**config.mk**
```make
export PLATFORM = sky130hd
export DESIGN_NAME = pfte_ctrl
export DESIGN_NICKNAME = d
export VERILOG_FILES = /design/src/rtl/pfte_pkg.sv /design/src/rtl/pfte_ctrl.sv
export SDC_FILE = /design/constraint.sdc
export NUM_CORES = 1
export LEC_CHECK = 0
export BUFFER_PORTS_ARGS = -buffer_cell sky130_fd_sc_hd__buf_2
export CORE_UTILIZATION = 30
export CTS_CLUSTER_DIAMETER = 60
export CTS_CLUSTER_SIZE = 10
export DETAILED_ROUTE_END_ITERATION = 8
export HOLD_SLACK_MARGIN = 0.08
export PLACE_DENSITY = 0.68
export SYNTH_ARGS = -nofsm -noshare
export SYNTH_HDL_FRONTEND = slang
export SYNTH_SLANG_ARGS = --single-unit
```
**constraint.sdc**
```tcl
create_clock -name clk -period 1.35 [get_ports clk]
set_input_delay 0.2025 -clock clk [delete_from_list [all_inputs] [get_ports clk]]
set_output_delay 0.2025 -clock clk [all_outputs]
set_load 0.01 [all_outputs]
```
**src/rtl/pfte_pkg.sv**
```systemverilog
// pfte_pkg: shared types, constants and font table for the page frame buffer text engine
// no dependencies
package pfte_pkg;

  localparam int DEF_PANEL_WIDTH  = 128;
  localparam int DEF_PANEL_HEIGHT = 64;
  localparam int NUM_PAGES        = 8;
  localparam int MAX_DATA_COLS    = 135;
  localparam logic [7:0] FIRST_CODE = 8'd32;
  localparam logic [7:0] LAST_CODE  = 8'd127;
  localparam logic [7:0] CMD_CTRL   = 8'h00;
  localparam logic [7:0] CMD_PAGE   = 8'hB0;
  localparam logic [7:0] CMD_COL_LO = 8'h00;
  localparam logic [7:0] CMD_COL_HI = 8'h10;
  localparam logic [7:0] DATA_CTRL  = 8'h40;

  typedef enum logic [1:0] {
    OP_CLEAR = 2'd0,
    OP_PIXEL = 2'd1,
    OP_GLYPH = 2'd2,
    OP_SHOW  = 2'd3
  } op_t;

  // controller -> datapath commands
  typedef struct packed {
    logic       load;       // capture the input item
    logic       clr_wr;     // write zero at the sweep address
    logic       pix_rd;     // read the byte under the current pixel
    logic       pix_wr;     // write back the modified byte
    logic       pix_next;   // advance glyph pixel counters
    logic       cmd_emit;   // load a command word into the output register
    logic [1:0] cmd_sel;
    logic       dat_rd;     // read one data byte
    logic       dat_pack;   // pack the read byte into the word buffer
    logic       dat_emit;   // move the word buffer to the output register
    logic       cnt_clr;
  } pfte_cmd_t;

  // datapath -> controller status
  typedef struct packed {
    logic clr_done;
    logic glyph_done;
    logic word_full;
    logic data_done;
    logic out_busy;
    logic code_ok;
  } pfte_sts_t;

  function automatic logic [7:0] glyph_col(input logic [7:0] code, input logic [2:0] col);
    logic [39:0] g;
    begin
      case (code)
        8'd48:   g = 40'h3E_45_49_51_3E;
        8'd49:   g = 40'h00_40_7F_42_00;
        8'd50:   g = 40'h46_49_51_61_42;
        8'd51:   g = 40'h31_4B_45_41_21;
        8'd65:   g = 40'h7E_11_11_11_7E;
        8'd66:   g = 40'h36_49_49_49_7F;
        8'd67:   g = 40'h22_41_41_41_3E;
        default: g = 40'h0;
      endcase
      case (col)
        3'd0:    glyph_col = g[7:0];
        3'd1:    glyph_col = g[15:8];
        3'd2:    glyph_col = g[23:16];
        3'd3:    glyph_col = g[31:24];
        3'd4:    glyph_col = g[39:32];
        default: glyph_col = 8'h00;
      endcase
    end
  endfunction

endpackage

```
**src/rtl/pfte_ctrl.sv**
```systemverilog
// pfte_ctrl: sequencer for clear, pixel, glyph and page flush operations
// depends on pfte_pkg
module pfte_ctrl (
  input  logic                clk,
  input  logic                rst_n,
  input  logic                in_valid,
  output logic                in_ready,
  input  logic [1:0]          in_operation,
  output pfte_pkg::pfte_cmd_t cmd,
  input  pfte_pkg::pfte_sts_t sts
);
  typedef enum logic [3:0] {
    S_IDLE, S_CLR, S_PRD, S_PWR, S_CMD, S_DRD, S_DWAIT, S_DPACK, S_DEMIT
  } state_t;
  state_t state_r, state_nxt;
  logic [1:0] sel_r, sel_nxt;

  assign in_ready = (state_r == S_IDLE);

  always_comb begin
    state_nxt = state_r; sel_nxt = sel_r; cmd = '0;
    case (state_r)
      S_IDLE: if (in_valid) begin
        cmd.load = 1'b1; cmd.cnt_clr = 1'b1; sel_nxt = 2'd0;
        case (in_operation)
          pfte_pkg::OP_CLEAR: state_nxt = S_CLR;
          pfte_pkg::OP_PIXEL: state_nxt = S_PRD;
          pfte_pkg::OP_GLYPH: state_nxt = sts.code_ok ? S_PRD : S_IDLE;
          default:            state_nxt = S_CMD;
        endcase
      end
      S_CLR: begin
        cmd.clr_wr = 1'b1;
        if (sts.clr_done) state_nxt = S_IDLE;
      end
      S_PRD: begin cmd.pix_rd = 1'b1; state_nxt = S_PWR; end
      S_PWR: begin
        cmd.pix_wr = 1'b1;
        if (sts.glyph_done) state_nxt = S_IDLE;
        else begin cmd.pix_next = 1'b1; state_nxt = S_PRD; end
      end
      S_CMD: if (!sts.out_busy) begin
        cmd.cmd_emit = 1'b1; cmd.cmd_sel = sel_r; sel_nxt = sel_r + 2'd1;
        if (sel_r == 2'd2) state_nxt = S_DPACK;
      end
      S_DRD: begin cmd.dat_rd = 1'b1; state_nxt = S_DPACK; end
      S_DPACK: begin
        if (sts.data_done || sts.word_full) state_nxt = S_DEMIT;
        else begin cmd.dat_pack = 1'b1; state_nxt = S_DWAIT; end
      end
      S_DWAIT: state_nxt = sts.data_done ? S_DEMIT : S_DRD;
      S_DEMIT: if (!sts.out_busy) begin
        cmd.dat_emit = 1'b1;
        state_nxt = sts.data_done ? S_IDLE : S_DRD;
      end
      default: state_nxt = S_IDLE;
    endcase
  end

  always_ff @(posedge clk) begin
    if (!rst_n) begin state_r <= S_CLR; sel_r <= '0; end
    else begin state_r <= state_nxt; sel_r <= sel_nxt; end
  end
endmodule

```
# Word-level counts from Yosys, hierarchy flattened
# Cells that the tools add are included.
# word_totals
out_inout_bits	13
ff_bits	6
inputBits	11
# op_classes
n_mux	28
n_reduce_logical	6
eq_ne	16
add_sub_neg	1
# op_table
op	n
4-bit one-hot mux with 9 select lines	1
4-bit 2-to-1 mux	7
4-bit by 3-bit equality test with 1-bit output (second input constant)	4
1-bit 2-to-1 mux	10
2-bit 2-to-1 mux	5
2-bit inequality test (second input constant)	5
3-bit 2-to-1 mux	3
3-bit one-hot mux with 3 select lines	1
4-bit by 2-bit equality test with 1-bit output (second input constant)	2
5-bit AND reduction	1
2-bit equality test (second input constant)	2
4-bit by 1-bit equality test with 1-bit output (second input constant)	1
4-bit equality test (second input constant)	1
4-bit logical NOT	1
2-bit one-hot mux with 2 select lines	1
3-bit AND reduction	1
2-bit by 1-bit adder with 2-bit output (second input constant)	1
2-bit by 1-bit equality test with 1-bit output (second input constant)	1
2-bit logical NOT	1
2-bit nonzero test	1
1-bit logical OR	1

# Logic depth before layout (Yosys ltp)
# logic_depth
word_depth	4
ltp_mapped	6

# Worst setup path before layout
# Ideal clock, no wire load.
# synth_timing
kind	register to output
startpoint	register state_r[3]
endpoint	output cmd[11] (netlist name)
t_arrival_ps	1415
required_ps	1148
path_slack_ps	-268
stages_incl_launch_ff	5
n_path_buf	2
path_cell_list	dfxtp_1 clkbuf_1 nor4_1 and2_1 buf_4
# synth_lines
item	line	text
from (decl)	pfte_ctrl.sv:15	state_t state_r, state_nxt;
from (signal assigned)	pfte_ctrl.sv:62	else begin state_r <= state_nxt; sel_r <= sel_nxt; end
to (decl)	pfte_ctrl.sv:9	output pfte_pkg::pfte_cmd_t cmd,

==> results.json <==
{
  "worstSetupPathType": "flip-flop to output port",
  "synth_warnings": 0,
  "fin_area_mm2": 0.00104,
  "io_buffers": 23,
  "hp-class": "input pin to flip-flop",
  "die_x_um": 44.5,
  "startpoint_type": "flip-flop",
  "power_uw": 517,
  "fin_ws_ns": -0.316,
  "die_h_um": 44.5,
  "coreArea_mm2": 0.00171,
  "cts_tree": "done",
  "rsz0062_at_grt": "true",
  "route.top_layer_used": "met4",
  "status": "finished, violations left",
  "route.antenna.remaining_nets": 0,
  "setup_violations": 18,
  "drtIter0Drc": 29,
  "antenna_found_initial": 0,
  "place_area_um2": 767,
  "grt_usage": 0.211,
  "ys_seq_area_frac": 0.221,
  "ios": 24,
  "cts_buffers": 3,
  "ys_ff_latch": 6,
  "worst_pin_slew_ns": 0.295,
  "num-nets-final": 130,
  "die_area_mm2": 0.00198,
  "place_ws_ns": -0.104,
  "p_leak_uw": 0.000464,
  "synth_fp_nets": 84,
  "path_max_fanout": 3,
  "drt_pass1_iterations": 4,
  "p_per_area_mw_per_mm2": 499,
  "synthesis.area_um2": 543,
  "syn_area_per_cell_um2": 7.54,
  "hold_viol_final": 0,
  "synth_edf_count": 0,
  "vias": 755,
  "viasPerCell": 5.35,
  "relSlewSlack": 0.801,
  "dr_wl_met2_um": 1070,
  "drv_slew": 0,
  "setup_tns_ns": -2.75,
  "worstPathArrival_ns": 1.46,
  "htreeDepth": 1,
  "drive_above_1_share": 0.612,
  "synth_top_area_frac": 0.221,
  "max-cap-violations": 0,
  "gr-total-overflow": 0,
  "violations": "negative setup slack",
  "num_antenna_cells": 0,
  "synth_area_leaders": "dfxtp_1 (22%), nor2b_1 (8.1%), nand2b_1 (6.9%)",
  "area_growth_pct": 90.8,
  "drt_wl_total_um": 2050,
  "drc": 0,
  "clockRootBuffer": "clkbuf_4",
  "synth_ff_type": "dfxtp_1",
  "clock_latency_ns": 0.26,
  "clockBufferDepth": 2,
  "critPathRequiredTime_ns": 1.15,
  "grt_max_degree": 11,
  "fin_skew_ns": 0.0100,
  "wl_met1_um": 815,
  "grt_pass1_wl_um": 2990,
  "grt_pass1_vias": 659,
  "synth_area_leader_cell": "dfxtp_1",
  "routed-wl-met3_um": 116,
  "path_clk_slew_ns": 0.04,
  "cts_sinks": 6,
  "placementRows": 15,
  "period_share": 1.23,
  "syn_inst": 72,
  "crit_path_end_kind": "output port",
  "ys_types": 34,
  "peakVddDrop_mv": 0.495,
  "finalCriticalPeriod_ns": 1.67,
  "async_reset_ff_frac": 0,
  "start_util": 0.318,
  "fmax_mhz": 600,
  "gp_congestion": 0.817,
  "wl_per_cell_um": 14.5
}
## worst paths after layout
check	end	start	slack [ns]	cells after the start
worst min-delay path	state_r[1]	rst_n	0.23	2
worst min register to register	sel_r[1]	sel_r[1]	0.55	2
worst max-delay path	cmd[5]	state_r[1]	-0.32	4
worst max register to register	state_r[2]	state_r[1]	-0.22	5
## area by class of cell
| type | count | area, um^2 |
|---|---|---|
| timing repair buffer | 46 | 348 |
| fill | 149 | 672 |
| tap | 25 | 31.3 |
| sequential | 6 | 125 |
| clock buffer | 3 | 22.5 |
| inverter | 3 | 11.3 |
| multi-input combinational | 58 | 498 |
## cells in the final DEF, fill, tap and decap left out, types with 3 or more instances in the layout
cell      count
a21oi_1       4
buf_2        17
buf_4        17
buf_6        12
clkbuf_4      3
dfxtp_2       4
inv_1         3
nand2b_1      3
nand2b_4      3
nand3_1       3
nor2b_1       7
nor3_1        3
## routing by layer
layer  track usage  up-vias
met5             0        -
met4         0.121        0
met3        0.0286        6
met2         0.374       42
met1         0.240      356
li1              -      351
## cells by family after synthesis
family,Yosys count,share of synthesized area
AOI/OAI and AO/OA,17,0.217
adders and majority gates,1,0.0230
buffers and inverters,8,0.0806
DFF,6,0.221
muxes,1,0.0184
and+or+nand+nor,39,0.440
## repair_timing
| item | 4_1_cts | 5_1_grt |
|---|---|---|
| hold buffers | 0 | 0 |
| gates resized for setup | 20 | 14 |
| setup buffers | 10 | 5 |
| endpoints found under the setup margin | 18 | 19 |
| pin swaps | 9 | 5 |
## state kept, by name, indices dropped and copies added, names as in the netlist
register	count
state_r	4
sel_r	2
## power by group
group,switching [uW],internal (uW)
clock network,77.5,101
logic,77.3,77.5
registers,2.40,181
## Yosys cell counts, types with 2 or more instances
cell type  number
dfxtp_1         6
buf_2           2
nor2_1          6
nand2b_1        6
nor3_1          7
and2_1          2
nor2b_1         7
inv_1           3
a21o_1          2
o211ai_1        2
a21oi_1         4
nand3_1         3
## through the flow
stage,util,std cells,hold slack [ns]
3_3_place_gp,0.449,126,0.493
2_1_floorplan,-,72,0.326
4_1_cts,0.556,138,0.234
3_5_place_dp,0.449,126,0.492
6_report,0.607,141,0.231
5_1_grt,0.607,141,0.236
## critical path, cell delays in order, from the launching register on
cell	delay [ns]
dfxtp_2	0.32
or4b_4	0.56
nor2_4	0.10
and2_4	0.14
buf_6	0.09
No activity file was read; power rests on OpenSTA's default activity.
